$ cat src/sv/assert_macros.svh
// assertion macros shared by the texture sampler rtl
// no dependencies
`ifndef ASSERT_MACROS_SVH
`define ASSERT_MACROS_SVH

// clocked assertion, off while reset is high
`define BTS_ASSERT(lbl, clk, rst, prop, msg) \
   lbl: assert property (@(posedge clk) disable iff (rst) prop) else $error(msg);

// clocked assertion that also runs during reset
`define BTS_ASSERT_ALWAYS(lbl, clk, prop, msg) \
   lbl: assert property (@(posedge clk) prop) else $error(msg);

`endif

$ cat src/sv/bts_pkg.sv
// shared types and constants of the bilinear texture sampler
// no dependencies
`timescale 1ns / 1ps

package bts_pkg;

   localparam int TEX_DIM_MAX_DEF     = 256;
   localparam int COORD_FRAC_BITS_DEF = 16;
   localparam int STORE_AW            = 16;
   localparam int STORE_DEPTH         = 65536;
   localparam int TEXEL_W             = 24;
   localparam int CHAN_W              = 8;
   localparam int OUT_CHAN_W          = 16;
   localparam int CFG_W               = 9;
   localparam int CSR_IDX_W           = 1;

   localparam logic [CFG_W-1:0] DIM_RESET = 9'd256;

   localparam logic MODE_LOAD   = 1'b0;
   localparam logic MODE_SAMPLE = 1'b1;

   localparam logic [CSR_IDX_W-1:0] CSR_TEX_WIDTH  = 1'b0;
   localparam logic [CSR_IDX_W-1:0] CSR_TEX_HEIGHT = 1'b1;

   typedef struct packed {
      logic s1;
      logic s2;
      logic s3;
      logic s4;
      logic s5;
   } stage_en_type;

endpackage

$ cat src/sv/bts_front.sv
// front stages: coordinate clamp and scale, then corner addresses
// depends on bts_pkg
`timescale 1ns / 1ps

module bts_front import bts_pkg::*; #(
   parameter int TEX_DIM_MAX     = TEX_DIM_MAX_DEF,
   parameter int COORD_FRAC_BITS = COORD_FRAC_BITS_DEF,
   localparam int F  = COORD_FRAC_BITS,
   localparam int CW = F + 2,
   localparam int DW = $clog2(TEX_DIM_MAX + 1),
   localparam int IW = $clog2(TEX_DIM_MAX)
) (
   input  logic                            clock,
   input  logic                            reset,
   input  stage_en_type                    en,
   input  logic                            in_valid,
   input  logic                            in_mode,
   input  logic [STORE_AW-1:0]             in_addr,
   input  logic [TEXEL_W-1:0]              in_texel,
   input  logic signed [CW-1:0]            in_u,
   input  logic signed [CW-1:0]            in_v,
   input  logic [DW-1:0]                   tex_w,
   input  logic [DW-1:0]                   tex_h,
   output logic                            v1,
   output logic                            v2,
   output logic                            mode2,
   output logic [3:0][STORE_AW-1:0]        addr2,
   output logic [TEXEL_W-1:0]              texel2,
   output logic [F-1:0]                    kx2,
   output logic [F-1:0]                    ky2
);

   localparam int XW = F + 1 + DW;
   localparam int PW = IW + DW;

   function automatic logic [F:0] clamp_coord(input logic [CW-1:0] c);
      logic [F:0] one;
      one = (F + 1)'(1) << F;
      if (c[CW-1]) return '0;
      if (c[F:0] > one) return one;
      return c[F:0];
   endfunction

   logic                v1_ff, v1_in;
   logic                mode1_ff;
   logic [STORE_AW-1:0] addr1_ff;
   logic [TEXEL_W-1:0]  texel1_ff;
   logic [XW-1:0]       x1_ff, x1_in;
   logic [XW-1:0]       y1_ff, y1_in;

   logic                       v2_ff, v2_in;
   logic                       mode2_ff;
   logic [3:0][STORE_AW-1:0]   addr2_ff, addr2_in;
   logic [TEXEL_W-1:0]         texel2_ff;
   logic [F-1:0]               kx2_ff, ky2_ff;

   logic [IW-1:0]       left, up;
   logic [F-1:0]        kx, ky;
   logic [PW-1:0]       row_prod;
   logic [STORE_AW-1:0] row0, row1, col0, col1;

   assign v1_in = en.s1 ? in_valid : v1_ff;
   assign x1_in = XW'(clamp_coord(in_u)) * XW'(tex_w - DW'(1));
   assign y1_in = XW'(clamp_coord(in_v)) * XW'(tex_h - DW'(1));

   always_ff @(posedge clock) begin
      if (reset) begin
         v1_ff <= 1'b0;
      end else begin
         v1_ff <= v1_in;
      end
      if (en.s1 && in_valid) begin
         mode1_ff  <= in_mode;
         addr1_ff  <= in_addr;
         texel1_ff <= in_texel;
         x1_ff     <= x1_in;
         y1_ff     <= y1_in;
      end
   end

   assign left     = x1_ff[F +: IW];
   assign up       = y1_ff[F +: IW];
   assign kx       = x1_ff[F-1:0];
   assign ky       = y1_ff[F-1:0];
   assign row_prod = PW'(up) * PW'(tex_w);
   assign row0     = STORE_AW'(row_prod);
   assign row1     = row0 + ((ky != '0) ? STORE_AW'(tex_w) : '0);
   assign col0     = STORE_AW'(left);
   assign col1     = col0 + STORE_AW'(kx != '0);

   always_comb begin
      addr2_in[0] = (mode1_ff == MODE_SAMPLE) ? row0 + col0 : addr1_ff;
      addr2_in[1] = row0 + col1;
      addr2_in[2] = row1 + col0;
      addr2_in[3] = row1 + col1;
   end

   assign v2_in = en.s2 ? v1_ff : v2_ff;

   always_ff @(posedge clock) begin
      if (reset) begin
         v2_ff <= 1'b0;
      end else begin
         v2_ff <= v2_in;
      end
      if (en.s2 && v1_ff) begin
         mode2_ff  <= mode1_ff;
         addr2_ff  <= addr2_in;
         texel2_ff <= texel1_ff;
         kx2_ff    <= kx;
         ky2_ff    <= ky;
      end
   end

   assign v1     = v1_ff;
   assign v2     = v2_ff;
   assign mode2  = mode2_ff;
   assign addr2  = addr2_ff;
   assign texel2 = texel2_ff;
   assign kx2    = kx2_ff;
   assign ky2    = ky2_ff;

endmodule

$ cat config.mk
export PLATFORM = sky130hd
export DESIGN_NAME = bts_front
export DESIGN_NICKNAME = d
export VERILOG_FILES = /design/src/sv/assert_macros.svh /design/src/sv/bts_pkg.sv /design/src/sv/bts_front.sv
export SDC_FILE = /design/constraint.sdc
export NUM_CORES = 1
export LEC_CHECK = 0
export BUFFER_PORTS_ARGS = -buffer_cell sky130_fd_sc_hd__buf_2
export CAP_MARGIN = 20
export CORE_MARGIN = 1.5
export CORE_UTILIZATION = 56
export CTS_BUF_LIST = sky130_fd_sc_hd__clkbuf_4
export DETAILED_ROUTE_END_ITERATION = 10
export PLACE_DENSITY_LB_ADDON = 0.3
export SLEW_MARGIN = 30
export SYNTH_ARGS = -nofsm -noshare
export SYNTH_HDL_FRONTEND = slang
export SYNTH_SLANG_ARGS = --single-unit
$ cat constraint.sdc
create_clock -name clock -period 15.4 [get_ports clock]
set_input_delay 2.31 -clock clock [delete_from_list [all_inputs] [get_ports clock]]
set_output_delay 2.31 -clock clock [all_outputs]
set_load 0.005 [all_outputs]
After elaboration in Yosys (flattened, before gate mapping)
Cells that the tools add are included.
Storage, ports and cells
  register bits after elaboration: 212
  input port bits: 103
  logic and storage cells: 48
  output and inout port bits: 123
Operators by class
  multiply operators: 3
  order comparisons: 2
  $add $sub $neg: 8
  multiplexer cells: 16
  reduce and logical (&&, ||, !) cells: 4
Operator list (number)
  two-way mux 17 bit: 8
  adder 16 x 9 -> 16 bit: 3
  multiplier 18 x 10 -> 24 bit: 2
  greater-than comparator 17 bit (second input constant): 2
  adder 16 x 8 -> 16 bit: 2
  nonzero test 16 bit: 2
  subtractor 9 x 1 -> 10 bit (second input constant): 2
  multiplier 8 x 9 -> 16 bit: 1
  two-way mux 16 bit: 1
  adder 8 x 1 -> 9 bit: 1
  two-way mux 9 bit: 1
  two-way mux 1 bit: 6
  logical AND 1 bit: 2

Logic depth before layout (Yosys ltp)
Gate-level depths: netlist (run 1).
  word-level depth: 6
  mapped depth: 27

Worst setup path before layout (run 1)
No wires, ideal clock.
  path type: input port to flip-flop
  start: in in_v[2]
  end: reg y1_ff[21] (data pin)
  data required time: 15.138 ns
  cell stages on the path: 25
  library setup time: 0.262 ns
  setup slack: 6.690 ns
  path buffers: 4
  data arrival time: 8.448 ns
  cells stage by stage: clkbuf_1 > nor4_1 > nand4_1 > a21oi_1 > clkbuf_1 > buf_1 > buf_1 > nand3_1 > fa_1 > inv_1 > fa_1 > fa_1 > fa_1 > inv_1 > fa_1 > inv_1 > ha_1 > a21o_1 > a21oi_1 > o211ai_1 > a31o_2 > a311oi_1 > o21ba_2 > mux2i_1 > nand3_1
On the way
  cells in the longest elaborated chain, start to end: 6
  elaborated cells between the ends (all ways): 7
  classes of those cells: mul (1); order compare (1); mux (5)
Ends and longest elaborated chain
  start, declared: line bts_front.sv:21  | input logic signed [CW-1:0] in_v,
  greater-than comparator 17 bit: line bts_front.sv:40  | if (c[F:0] > one) return one;
  two-way mux 1 bit (2 in a row): line bts_front.sv:40
  two-way mux 17 bit *: line bts_front.sv:41  | return c[F:0];
  two-way mux 17 bit *: line bts_front.sv:40
  multiplier 18 x 10 -> 24 bit *: line bts_front.sv:64  | assign y1_in = XW'(clamp_coord(in_v)) * XW'(tex_h - DW'(1));
  named net y1_in[21]: line bts_front.sv:49  | logic [XW-1:0] y1_ff, y1_in;
  end signal, assigned: line bts_front.sv:77  | y1_ff <= y1_in;
  end, declared: line bts_front.sv:49
Mark *: on every way through the listed nets, which the timed path passes. The rest lies on a longest branch. The select of a mux whose other input is x is not followed.
A chain may end at the register's enable or synchronous reset.

Worst setup path in the final report (run 1)
  start: in in_u[12]
  end: reg x1_ff[22] (data pin)
On the way
  cells in the longest elaborated chain, start to end: 6
  elaborated cells between the ends (all ways): 7
  classes of those cells: mul (1); order compare (1); mux (5)
Ends and longest elaborated chain
  start, declared: line bts_front.sv:20  | input logic signed [CW-1:0] in_u,
  greater-than comparator 17 bit: line bts_front.sv:40
  two-way mux 1 bit (2 in a row): line bts_front.sv:40
  two-way mux 17 bit *: line bts_front.sv:41
  two-way mux 17 bit *: line bts_front.sv:40
  multiplier 18 x 10 -> 24 bit *: line bts_front.sv:63  | assign x1_in = XW'(clamp_coord(in_u)) * XW'(tex_w - DW'(1));
  named net x1_in[22]: line bts_front.sv:48  | logic [XW-1:0] x1_ff, x1_in;
  end signal, assigned: line bts_front.sv:76  | x1_ff <= x1_in;
  end, declared: line bts_front.sv:48
Marked as above.

==> impl_metrics.toml, run 1 <==
[routing]
initialDrtViolationCount = 1073
drc = 0
vias = 16600
wl_per_cell_microns = 17.2
postRouteAntennaNets = 0
drt-total-wl_microns = 51700
firstDrtPassIters = 5
via_per_inst = 5.52

[sta]
slew_headroom_pct = 33.0
setup_viol = 0
grt_setup_unrepaired = "false"
period_share_pct = 59.9
worst_pin_slew_ns = 0.997
clock.fmax_mhz = 108
min_period_ns = 9.23
timing.hold.ws_ns = 0.420
final_hold_viol_count = 0
tns_ns = 0
skew_ns = 0.0257
drv_slew = 0

[worst_setup_path]
worstPathRequired_ns = 15.90
cpPeakStageDelay_ns = 0.68
start_kind = "primary input"
cp_slowest_cell = "buf_4"
critPathMaxFanout = 96
crit_type = "primary input to flip-flop"
cp_top_family = "adder cells"
path_buf_inv = 7
crit_path_end_kind = "flip-flop"
arrival_ns = 9.73

[synth]
synth_cell_types = 75
synth_top_cell_by_area = "edfxtp_1"
ys_warn_count = 0
synth_area_per_cell_sq_um = 10.2
syn_inst = 2202
synth_edf_count = 210
synth_seq_cells = 212
async_flop_share_pct = 0
synth_area_sq_um = 22500
synth_area_leaders = "edfxtp_1, fa_1, ha_1, inv_1, xnor2_1"
synth_top_flop_cell = "edfxtp_1"
synth_nets = 2789
yosys.area.top_type_share_pct = 28.0
ys_seq_area_share_pct = 28.2

[floorplanning]
dieArea_sq_um = 41400
die_w_microns = 203
io_pins = 226
num_rows = 73
coreArea_sq_um = 39700
start_util_pct = 56.6
die_h_microns = 203

[global_routing]
grt_max_degree = 97
overflow = 0
grt_pass1_vias = 17300
antenna_found_initial = 1
grt_util_all_layers_pct = 25.9
grt_pass1_wl_microns = 85400

[clocking]
htreeDepth = 2
cts_tree = "yes"
cts_setup_buffers = 0
clockRootBuffer = "clkbuf_4"
clk_pin_slew_ns = 0.06
clock_latency_ns = 0.75
cts-resized-gates = 0
ctsHoldBuffers = 0
clock-sinks = 212
numCtsBuffers = 55
max-clock-path-buffers = 3

[final_layout]
layout_commonest_cell = "inv_1"
register_area_sq_um = 6350
final_cell_area_sq_um = 25000
drive_above_1_share_pct = 16.2
nFillCells = 3227
final_nets = 3031
areaGrowthSynthToFinish_pct = 11.0
final_cell_mix = "inv_1, fa_1, buf_2, edfxtp_1, ha_1"
utilization_pct = 62.9
multi_input_area_sq_um = 14500

[power_and_ir_drop]
switchingPower_w = 0.00269
combinationalPowerShare_pct = 73.0
p_leak_nw = 11.5
power.internal_w = 0.00292
power_density_nw_per_um2 = 224
p_seq_share_pct = 18.0
power_w = 0.00561
irDropWorstVdd_mv = 0.288
switching_share_pct = 48.0
p_clk_share_pct = 9.1

[place]
post-dp-hpwl_microns = 41600
gp_congestion = 0.916
port-buffer-count = 222
placedInstanceArea_sq_um = 24200

[min_path]
hp-class = "flip-flop to flip-flop"

[outcome]
status = "completed"

[run]
maxCapViolCount = 0
cell usage after synthesis, types with 11 or more instances:
cell / instances
nor3_1: 32
nor2_1: 199
nand4_1: 11
xnor2_1: 110
nand3_1: 148
a21oi_1: 82
and3_1: 11
a21o_1: 24
o21a_1: 17
ha_1: 202
inv_1: 388
or2_2: 36
nor4_1: 20
and2_1: 67
nor2b_1: 11
edfxtp_1: 210
xor2_1: 37
o21ai_0: 41
fa_1: 282
clkbuf_1: 41
nand2_1: 93
state kept, by name, indices dropped and copies added, names as in the netlist:
signal / count
addr2: 64
texel1_ff: 24
texel2: 24
x1_ff: 24
y1_ff: 24
addr1_ff: 16
kx2: 16
ky2: 16
mode1_ff: 1
mode2: 1
v1: 1
v2: 1
logic make-up (layout without fill, tap and decap cells):
family                   count (synthesis)  in the layout  synth area share (%)
AND/OR/NAND/NOR                        661            661                  14.4
XOR/XNOR                               149            149                  5.87
flip-flops                             212            212                  28.2
buffers and inverters                  445            729                  7.46
other                                    0              1                     0
adder cells (fa/ha/maj)                484            484                  36.3
multiplexers                            10             10                 0.495
AO/OA/AOI/OAI                          241            241                  7.25
per-layer routing:
| layer | global-route usage, % | up-vias | share of wire (%) |
|---|---|---|---|
| met5 | 0 | - | 0 |
| met4 | 8.89 | 0 | 2.5 |
| met3 | 3.91 | 87 | 6.4 |
| met2 | 44.8 | 591 | 49 |
| met1 | 33.3 | 8195 | 42 |
| li1 | - | 7767 | - |
final cells by class:
class                      count  share of cell area (%)
antenna                        1                  0.0100
tap                          525                    2.63
multi-input combinational   1545                    58.1
clock inverter                21                   0.616
timing repair buffer         241                    5.04
clock buffer                  78                    2.34
sequential                   212                    25.4
inverter                     389                    5.85
per-stage QoR:
stage          std cells  setup slack [ns]
3_5_place_dp        2912              5.57
6_report            3012              6.17
2_1_floorplan       2202              6.69
5_1_grt             3012              5.80
4_1_cts             3011              6.37
3_3_place_gp        2912              5.61
power by group through the flow:
stage	logic, W	clock network, W	registers, W
after floorplan	0.00320	0	0.00101
after global placement	0.00393	0	0.00102
after detailed placement	0.00404	0	0.00102
after CTS	0.00406	0.000525	0.00101
after global routing	0.00454	0.000551	0.00102
final	0.00409	0.000508	0.00101
worst paths after layout:
check / start / end / depth (start not counted) / slack, ns
worst max-delay path: in_u[12] / x1_ff[22] / 25 / 6.17
worst min-delay path: texel1_ff[21] / texel2[21] / 0 / 0.42
worst max register to register: y1_ff[18] / addr2[60] / 21 / 8.82
worst min register to register: texel1_ff[21] / texel2[21] / 0 / 0.42
Power figures use the tool's default switching activity.
==> run 2: changes to the inputs <==
ABC_AREA = 1   (was not set)
clock period = 7.6 ns   (was 15.4 ns; I/O delays follow)
==> run 2 against run 1 <==
  * Sequential cell count did not move
  * Sequential share of layout area shrank 0.71 points
  * Power grew 99%
  * Core utilization increased by 0.34 points
  * Cell count is 14% higher
  * Non-clock buffer count rose by 26
  * Cell area is 2.9% higher
  * Via count grew 6.9%
  * Largest power group unchanged
==> impl_metrics.toml, run 2 <==
[routing]
postRouteAntennaNets = 0
firstDrtPassIters = 5
vias = 17800
drt-total-wl_microns = 54000
initialDrtViolationCount = 854
via_per_inst = 5.18
drc = 0
wl_per_cell_microns = 15.7

[final_layout]
layout_commonest_cell = "inv_1"
layout.cells.non_filler = 3431
areaGrowthSynthToFinish_pct = 11.7
final_nets = 3442
largest_reg_flops = 64
final_cell_mix = "inv_1, nand2_1, fa_1, buf_2, nor2_1"
drive_above_1_share_pct = 14.3

[floorplanning]
die_w_microns = 206
dieArea_sq_um = 42300
num_rows = 74
io_pins = 226
start_util_pct = 56.6
coreArea_sq_um = 40600
die_h_microns = 206

[synth]
async_flop_share_pct = 0
synth_edf_count = 210
synth_top_flop_cell = "edfxtp_1"
yosys.area.top_type_share_pct = 27.4
ys_top_cells_by_count = "inv_1, nand2_1, fa_1"
synth_area_sq_um = 23000
synth_most_common_cell = "inv_1"
synth_area_per_cell_sq_um = 8.95
synth_seq_cells = 212
synth_cell_types = 52
synth_top_cell_by_area = "edfxtp_1"
synth_area_leaders = "edfxtp_1, fa_1, ha_1, inv_1, nand2_1"
ys_warn_count = 0
ys_seq_area_share_pct = 27.6
syn_inst = 2569
synth_nets = 3156

[sta]
final_hold_viol_count = 0
grt_setup_unrepaired = "false"
drv_slew = 0
min_period_ns = 6.66
clock.fmax_mhz = 150
period_share_pct = 87.6
skew_ns = 0.0576
worst_pin_slew_ns = 0.907
setup_viol = 0
slew_headroom_pct = 39.5
tns_ns = 0

[power_and_ir_drop]
power_w = 0.0111
combinationalPowerShare_pct = 73.0
switching_share_pct = 51.8
power_density_nw_per_um2 = 434
switchingPower_w = 0.00577
irDropWorstVdd_mv = 0.558
p_seq_share_pct = 17.9
power.internal_w = 0.00537
p_leak_nw = 13.4
p_clk_share_pct = 9.1

[clocking]
max-clock-path-buffers = 3
cts_setup_buffers = 0
clockRootBuffer = "clkbuf_4"
ctsHoldBuffers = 0
clock-sinks = 212
cts_tree = "yes"
clk_pin_slew_ns = 0.07
numCtsBuffers = 54
clock_latency_ns = 0.77
htreeDepth = 2
cts-resized-gates = 0

[worst_setup_path]
critPathMaxFanout = 8
worstPathRequired_ns = 8.10
cpMostUsedCell = "inv_1"
cp_top_family = "adder cells"
cpPeakStageDelay_ns = 0.57
arrival_ns = 7.16
crit_type = "primary input to flip-flop"
crit_path_end_kind = "flip-flop"
rr_worst_depth = 31
r2r_setup_slack_ns = 1.00
cp_slowest_cell = "o21ai_0"
reg2reg_from = "y1_ff[18]"
path_buf_inv = 8
rr_endpoint = "addr2[63]"
start_kind = "primary input"

[min_path]
hp-class = "flip-flop to flip-flop"
hold_depth = 0
min_from = "texel1_ff[4]"
hold_path_end = "texel2[4]"

[global_routing]
grt_pass1_vias = 18500
grt_max_degree = 74
overflow = 0
antenna_found_initial = 9
grt_util_all_layers_pct = 26.8
grt_pass1_wl_microns = 89100

[outcome]
status = "completed"

[place]
post-dp-hpwl_microns = 45000
dp.cells = 3331
port-buffer-count = 222
gp_congestion = 0.950

[run]
maxCapViolCount = 0
==> run 2: final cells by class <==
type	count	area [sq um]
clock buffers	71	533
diodes	4	10.0
flip-flops and latches	212	6350
clock inverters	25	181
well taps	532	666
multi-input cells	1690	14100
fillers	3451	15000
inverters	630	2380
repair buffers	267	1450
==> run 2: worst max-delay path by stage <==
| stage | startpoint | endpoint | slack [ns] | depth (start not counted) |
|---|---|---|---|---|
| floorplan | tex_w[0] | addr2[63] | 0.73 | 33 |
| global placement | in_v[2] | y1_ff[21] | 0.37 | 27 |
| detailed placement | in_v[2] | y1_ff[23] | 0.24 | 28 |
| CTS | y1_ff[18] | addr2[63] | 1.06 | 31 |
| global route | y1_ff[18] | addr2[63] | 0.54 | 31 |
| finish | in_v[2] | y1_ff[21] | 0.94 | 27 |
==> run 2: routing by layer <==
metal  global-route usage, %  vias up  wire length, microns
li1                        -     8522                     -
met3                    4.94      147                  3420
met5                       0        -                    70
met4                    11.5       10                  2100
met1                    32.0     8509                 21800
met2                    47.3      595                 26600
==> run 2: through the flow <==
step | setup WS, ns | utilization (%) | hold WS (ns) | cell area (sq um)
floorplan | 0.734 | - | 0.400 | 23000
global placement | 0.371 | 61.4 | 0.400 | 25000
detailed placement | 0.237 | 61.4 | 0.405 | 25000
CTS | 1.06 | 63.2 | 0.408 | 25700
global route | 0.543 | 63.2 | 0.424 | 25700
finish | 0.940 | 63.2 | 0.400 | 25700
==> run 2: cells by family (layout without fill, tap and decap cells) <==
kind of cell / count (synthesis) / in the layout / share of synthesized area, %
adder cells (fa/ha/maj): 484 / 484 / 35.5
AO/OA/AOI/OAI: 166 / 166 / 4.05
other: 0 / 4 / 0
XOR/XNOR: 117 / 117 / 4.56
flip-flops: 212 / 212 / 27.6
AND/OR/NAND/NOR: 923 / 923 / 17.3
buffers and inverters: 667 / 993 / 11.0
==> run 2: power by group through the flow <==
stage	clock network (W)	logic [W]	registers, W
5_1_grt	0.00109	0.00919	0.00201
4_1_cts	0.00104	0.00810	0.00200
2_1_floorplan	0	0.00629	0.00201
6_report	0.00101	0.00813	0.00200
3_5_place_dp	0	0.00807	0.00202
3_3_place_gp	0	0.00779	0.00202
